**src/rtl/zcd_pkg.sv**
```systemverilog
// Shared constants for the zero-crossing detector: field widths, config map, result queue.
`timescale 1ns / 1ps
`default_nettype none
package zcd_pkg;

    // Fixed field and register widths
    localparam int ROW_BITS       = 12;
    localparam int FW_BITS        = 11;
    localparam int FH_BITS        = 13;
    localparam int CFG_DATA_BITS  = 13;
    localparam int CFG_INDEX_BITS = 1;

    // Register map
    localparam logic [CFG_INDEX_BITS-1:0] CFG_FRAME_WIDTH  = 1'b0;
    localparam logic [CFG_INDEX_BITS-1:0] CFG_FRAME_HEIGHT = 1'b1;

    localparam logic [FW_BITS-1:0] FRAME_WIDTH_RST  = 11'd128;
    localparam logic [FH_BITS-1:0] FRAME_HEIGHT_RST = 13'd96;

    localparam int                 MIN_DIM    = 3;
    localparam logic [FH_BITS-1:0] MAX_HEIGHT = 13'd4096;

    // Result queue between the detect stage and the output port
    localparam int RES_DEPTH    = 4;
    localparam int RES_PTR_BITS = 2;
    localparam int RES_CNT_BITS = 3;

endpackage
`default_nettype wire

```
**src/rtl/zcd_res_fifo.sv**
```systemverilog
// Small result queue that decouples the detect stage from a stalled receiver.
`timescale 1ns / 1ps
`default_nettype none
module zcd_res_fifo
    import zcd_pkg::*;
#(
    parameter int DATA_BITS = 22
)(
    input  wire logic                    clk,
    input  wire logic                    rst_n,
    input  wire logic                    push,
    input  wire logic [DATA_BITS-1:0]    push_data,
    input  wire logic                    pop,
    output logic      [DATA_BITS-1:0]    head,
    output logic      [RES_CNT_BITS-1:0] count
);

    logic [DATA_BITS-1:0]    store [RES_DEPTH];
    logic [RES_PTR_BITS-1:0] wr_ptr_reg;
    logic [RES_PTR_BITS-1:0] rd_ptr_reg;
    logic [RES_CNT_BITS-1:0] count_reg;
    logic [RES_CNT_BITS-1:0] count_next;

    always_comb
    begin
        count_next = count_reg;
        if (push && !pop)
        begin
            count_next = count_reg + RES_CNT_BITS'(1);
        end
        else if (pop && !push)
        begin
            count_next = count_reg - RES_CNT_BITS'(1);
        end
    end

    always_ff @(posedge clk or negedge rst_n)
    begin
        if (!rst_n)
        begin
            wr_ptr_reg <= '0;
            rd_ptr_reg <= '0;
            count_reg  <= '0;
        end
        else
        begin
            if (push)
            begin
                wr_ptr_reg <= wr_ptr_reg + RES_PTR_BITS'(1);
            end
            if (pop)
            begin
                rd_ptr_reg <= rd_ptr_reg + RES_PTR_BITS'(1);
            end
            count_reg <= count_next;
        end
    end

    always_ff @(posedge clk)
    begin
        if (push)
        begin
            store[wr_ptr_reg] <= push_data;
        end
    end

    assign head  = store[rd_ptr_reg];
    assign count = count_reg;

    a_no_overflow: assert property (@(posedge clk) disable iff (!rst_n)
        push |-> count_reg != RES_CNT_BITS'(RES_DEPTH))
        else $error("result queue overflow");

    a_no_underflow: assert property (@(posedge clk) disable iff (!rst_n)
        pop |-> count_reg != '0)
        else $error("result queue underflow");

    a_ptr_gap: assert property (@(posedge clk) disable iff (!rst_n)
        (count_reg == '0) |-> (wr_ptr_reg == rd_ptr_reg))
        else $error("result queue pointers out of step with count");

endmodule
`default_nettype wire

```
**config.mk**
```make
export PLATFORM = sky130hd
export DESIGN_NAME = zcd_res_fifo
export DESIGN_NICKNAME = d
export VERILOG_FILES = /design/src/rtl/zcd_pkg.sv /design/src/rtl/zcd_res_fifo.sv
export SDC_FILE = /design/constraint.sdc
export NUM_CORES = 1
export LEC_CHECK = 0
export BUFFER_PORTS_ARGS = -buffer_cell sky130_fd_sc_hd__buf_2
export CAP_MARGIN = 5
export CORE_UTILIZATION = 55
export CTS_CLUSTER_SIZE = 8
export DETAILED_ROUTE_END_ITERATION = 6
export PLACE_DENSITY = 0.77
export SLEW_MARGIN = 20
export SYNTH_ARGS = -nofsm -noshare
export SYNTH_HDL_FRONTEND = slang
export SYNTH_SLANG_ARGS = --single-unit
```
**constraint.sdc**
```tcl
create_clock -name clk -period 4.67 [get_ports clk]
set_input_delay 1.1675 -clock clk [delete_from_list [all_inputs] [get_ports clk]]
set_output_delay 1.1675 -clock clk [all_outputs]
set_load 0.05 [all_outputs]
```
==> results.md <==
- The relative max-transition margin is 35.5%.
- The detailed router's first-iteration violation count is 78.
- After floorplanning, the core was sized to cover 6310 sq um.
- The count of nets left with antenna violations after detail routing is 0.
- The warning count from the yosys run is 0.
- The slowest stage of the critical path is the sky130_fd_sc_hd__dfrtp_1 cell.
- The floorplan step set the die width to 82.8 um.
- The flip-flop count of the largest register after layout is 88.
- The total wire length after detailed routing is 5370 um.
- Across the routed clock network, the largest skew measured is 0.00571 ns.
- The flow ran to the end, and the final reports show no timing, DRC or antenna violations.
- The first global-routing pass estimated 8490 um of wire.
- The path type of the worst setup path is reg -> out.
- The fraction of the cycle the final worst path needs is 73.0%.
- Of all cell types, the one taking the most synthesized area is sky130_fd_sc_hd__edfxtp_1.
- In this run, the clock network consumes 17.5% of the power.
- IR analysis of the VDD net gives a maximum drop of 0.459 mV.
- The kind of end point of the critical path is a primary output.
- The setup violation total in the final timing report is 0.
- The clock-pin slew on the worst setup and hold paths is 0.08 ns.
- The number of antenna violations at the first check in global routing came to 1.
- CTS saw 95 sinks.
- The register-to-register setup slack is 3.09 ns.
- Once layout is done, the placed cells without fillers occupy 4070 sq um.
- The number of clock buffers added by TritonCTS is 9.
- The number of standard cells in the layout, taps in and fillers out is 285.
- Power spread over the standard cell area amounts to 690 nW/um^2.
- The share of the core filled with cells in the final layout is 64.4%.
- The total instance count after detailed placement is 270.
- The fraction of post-synthesis cell area in the top cell type by area is 73.6%.
- The data arrival time of the critical path is 2.24 ns.
- Counting every net in the synthesized netlist gives 179.
- The number of antenna diodes is 0.
- STA puts the critical path data required time at 3.50 ns.
- Net switching is 39.3% of the power.
- The filler cell count in the final layout is 427.
- The quantity of gates resized following cts is 0.
- Of all nets on the critical path, the largest fanout is 15.
- The CTS tree is done.
- The initial standard-cell utilization of the core is 56.9%.
- After detailed routing, the average wire length per cell comes to 18.8 um.
- The largest single stage delay on the critical path is 0.67 ns.
- The register area is 2820 sq um.
- The pre-CTS worst setup slack is 1.59 ns.
- The summed instance area of the synthesized netlist is 3590 sq um.
- The via count of the first global-routing pass is 1678.
- The critical path goes through buf_4, mux4_1, buf_2.
- The remaining routing DRC violations is 0.
- The worst setup path is launched from a flop.
- Once placement finished, the instance area stood at 3880 sq um.
- The power spent charging and discharging nets is 1100 uW.
- Across all setup checks in the final design, the least slack found is 1.26 ns.
- In the final design database the tool counted 236 nets.
- The sum of overflow across all layers after global routing is 0.
- The total half-perimeter wirelength after legalization and detailed placement is 3380 um.
- Combinational logic is responsible for 38.7% of the overall power.
- The synthesis-to-finish area growth is 13.2%.
- During I/O placement, the number of pins put on the boundary was 51.
- In this run the worst hold path is classified as reg -> reg.
- The clock latency on the worst-skew pair is 0.35 ns.
- The area enclosed by the die boundary is 6860 sq um.
- In this run the number of H-tree levels came out at 3.
- Yosys attributes the largest share of cell area to sky130_fd_sc_hd__edfxtp_1 74%, sky130_fd_sc_hd__mux4_2 11%, sky130_fd_sc_hd__dfrtp_1 4.9%.
- The synthesized design contains 95 register bits.
- The overall fraction of global-route tracks in use is 17.2%.
- Buffers inserted to repair hold after CTS numbered 0.
- The average cell area after synthesis is 24.4 sq um.
- The maximum number of pins on one net before global-route repair is 24.
- The slew at the pin with the worst max-slew slack is 0.967 ns.
- Buffers placed on the I/O ports in this run total 50.
- The post-synthesis cell count is 147.
- The number of optimization iterations in the first detailed-route pass is 5.
- The root buffer cell chosen for the clock tree is sky130_fd_sc_hd__clkbuf_8.
- The time the final worst path needs with I/O delays and setup is 3.41 ns.
- The share of the Yosys chip area taken by registers is 78.4%.
- The final hold violation count was 0.
- Synthesis instantiated 17 different standard cells from the library.
- The placer's final routability congestion estimate is 0.664.
- The floorplan die height is 82.8 um.
- The number of max-cap violations is 0.
- The vias after detailed routing is 1609.
- The share of final-layout standard cells stronger than drive strength 1 is 41.3%.
- For this design the static power due to leakage is 0.00145 uW.
- Based on the critical path, the design can be clocked at up to 294 MHz.
- Setup repair after global routing left no endpoint under its margin.
- The maximum root-to-sink buffer count is 2.
- In this run the core area contains 29 standard-cell rows.
- The number of buffers inserted by post-CTS setup repair is 0.
- The setup total negative slack is 0 ns.
- Sequential cells account for 43.8% of the total power.
- The internal power of the cells totals 1700 uW.
- The multi-input combinational cell area is 703 sq um.
- In the routed layout, each cell is associated on average with a via count of 5.65.
- The count of final max-slew check failures is 0.
## per-stage QoR
step	power, uW	hold slack (ns)
4_1_cts	2840	0.481
3_3_place_gp	2320	0.453
6_report	2810	0.477
2_1_floorplan	2150	0.491
3_5_place_dp	2350	0.468
5_1_grt	2930	0.500
## layer usage
metal / GRT usage (%) / part of all wire (%) / up-vias
li1: - / - / 717
met1: 22.2 / 43 / 824
met2: 26.5 / 50 / 52
met3: 5.57 / 4.9 / 14
met4: 8.62 / 2.3 / 2
met5: 0 / 0.24 / -
## Yosys cell counts
cell                       count
sky130_fd_sc_hd__nand2_1       2
sky130_fd_sc_hd__buf_6         1
sky130_fd_sc_hd__and2_1        4
sky130_fd_sc_hd__nor2_1        1
sky130_fd_sc_hd__inv_1         4
sky130_fd_sc_hd__mux4_2       18
sky130_fd_sc_hd__fa_1          1
sky130_fd_sc_hd__xor2_1        4
sky130_fd_sc_hd__xnor2_1       2
sky130_fd_sc_hd__buf_2         2
sky130_fd_sc_hd__edfxtp_1     88
sky130_fd_sc_hd__dfrtp_1       7
sky130_fd_sc_hd__ha_1          5
sky130_fd_sc_hd__mux4_1        4
sky130_fd_sc_hd__buf_12        2
sky130_fd_sc_hd__o21ai_0       1
sky130_fd_sc_hd__mux2_2        1
## worst max-delay path: cells and delay by family, from the launching register on
kind | cells | cell delay (ns)
mux | 1 | 0.60
buf+inv | 2 | 0.62
flops | 1 | 0.67
## final timing paths
check / from / endpoint / depth (start not counted)
max in group asynchronous: rst_n / wr_ptr_reg[1] / 1
min in group asynchronous: rst_n / rd_ptr_reg[1] / 1
worst min register to register: count[2] / count[2] / 1
worst min-delay path: count[2] / count[2] / 1
worst max-delay path: rd_ptr_reg[0] / head[12] / 3
worst max register to register: wr_ptr_reg[0] / store[2][1] / 3
## kinds of logic (layout without fill, tap and decap cells)
kind of cell,Yosys count,after routing,synth area share (%)
AOI/OAI and AO/OA,1,1,0.139
xor gates and xnor gates,6,6,1.46
adders and majority gates,6,6,2.30
buffers and inverters,9,70,2.12
DFF,95,95,78.4
muxes,23,23,14.5
and+or+nand+nor,7,7,1.01
## power by group through the flow
stage | logic (uW) | clock network (uW) | registers (uW)
CTS | 1100 | 504 | 1240
global placement | 1080 | 0 | 1240
floorplan | 925 | 0 | 1230
global route | 1150 | 528 | 1250
detailed placement | 1090 | 0 | 1260
finish | 1090 | 491 | 1230
## area by class of cell
type	instances	area share (%)
Tap cell	77	2.37
Sequential cell	95	69.3
Timing Repair Buffer	51	6.34
Multi-Input combinational cell	43	17.3
Clock inverter	5	1.23
Inverter	4	0.369
Clock buffer	10	3.14
## placed cells by master (no fill, tap or decap)
| master | n |
|---|---|
| sky130_fd_sc_hd__clkinv_2 | 1 |
| sky130_fd_sc_hd__clkinv_1 | 2 |
| sky130_fd_sc_hd__inv_1 | 4 |
| sky130_fd_sc_hd__xor2_1 | 4 |
| sky130_fd_sc_hd__ha_1 | 5 |
| sky130_fd_sc_hd__nand2_1 | 2 |
| sky130_fd_sc_hd__mux4_2 | 18 |
| sky130_fd_sc_hd__mux4_1 | 4 |
| sky130_fd_sc_hd__bufinv_16 | 1 |
| sky130_fd_sc_hd__clkinvlp_4 | 1 |
| sky130_fd_sc_hd__nor2_1 | 1 |
| sky130_fd_sc_hd__xnor2_1 | 2 |
| sky130_fd_sc_hd__o21ai_0 | 1 |
| sky130_fd_sc_hd__and2_2 | 4 |
| sky130_fd_sc_hd__buf_4 | 1 |
| sky130_fd_sc_hd__clkbuf_8 | 9 |
| sky130_fd_sc_hd__edfxtp_1 | 88 |
| sky130_fd_sc_hd__clkbuf_1 | 1 |
| sky130_fd_sc_hd__dfrtp_1 | 7 |
| sky130_fd_sc_hd__mux2_2 | 1 |
| sky130_fd_sc_hd__fa_1 | 1 |
| sky130_fd_sc_hd__buf_2 | 50 |
Power figures use the tool's default switching activity.
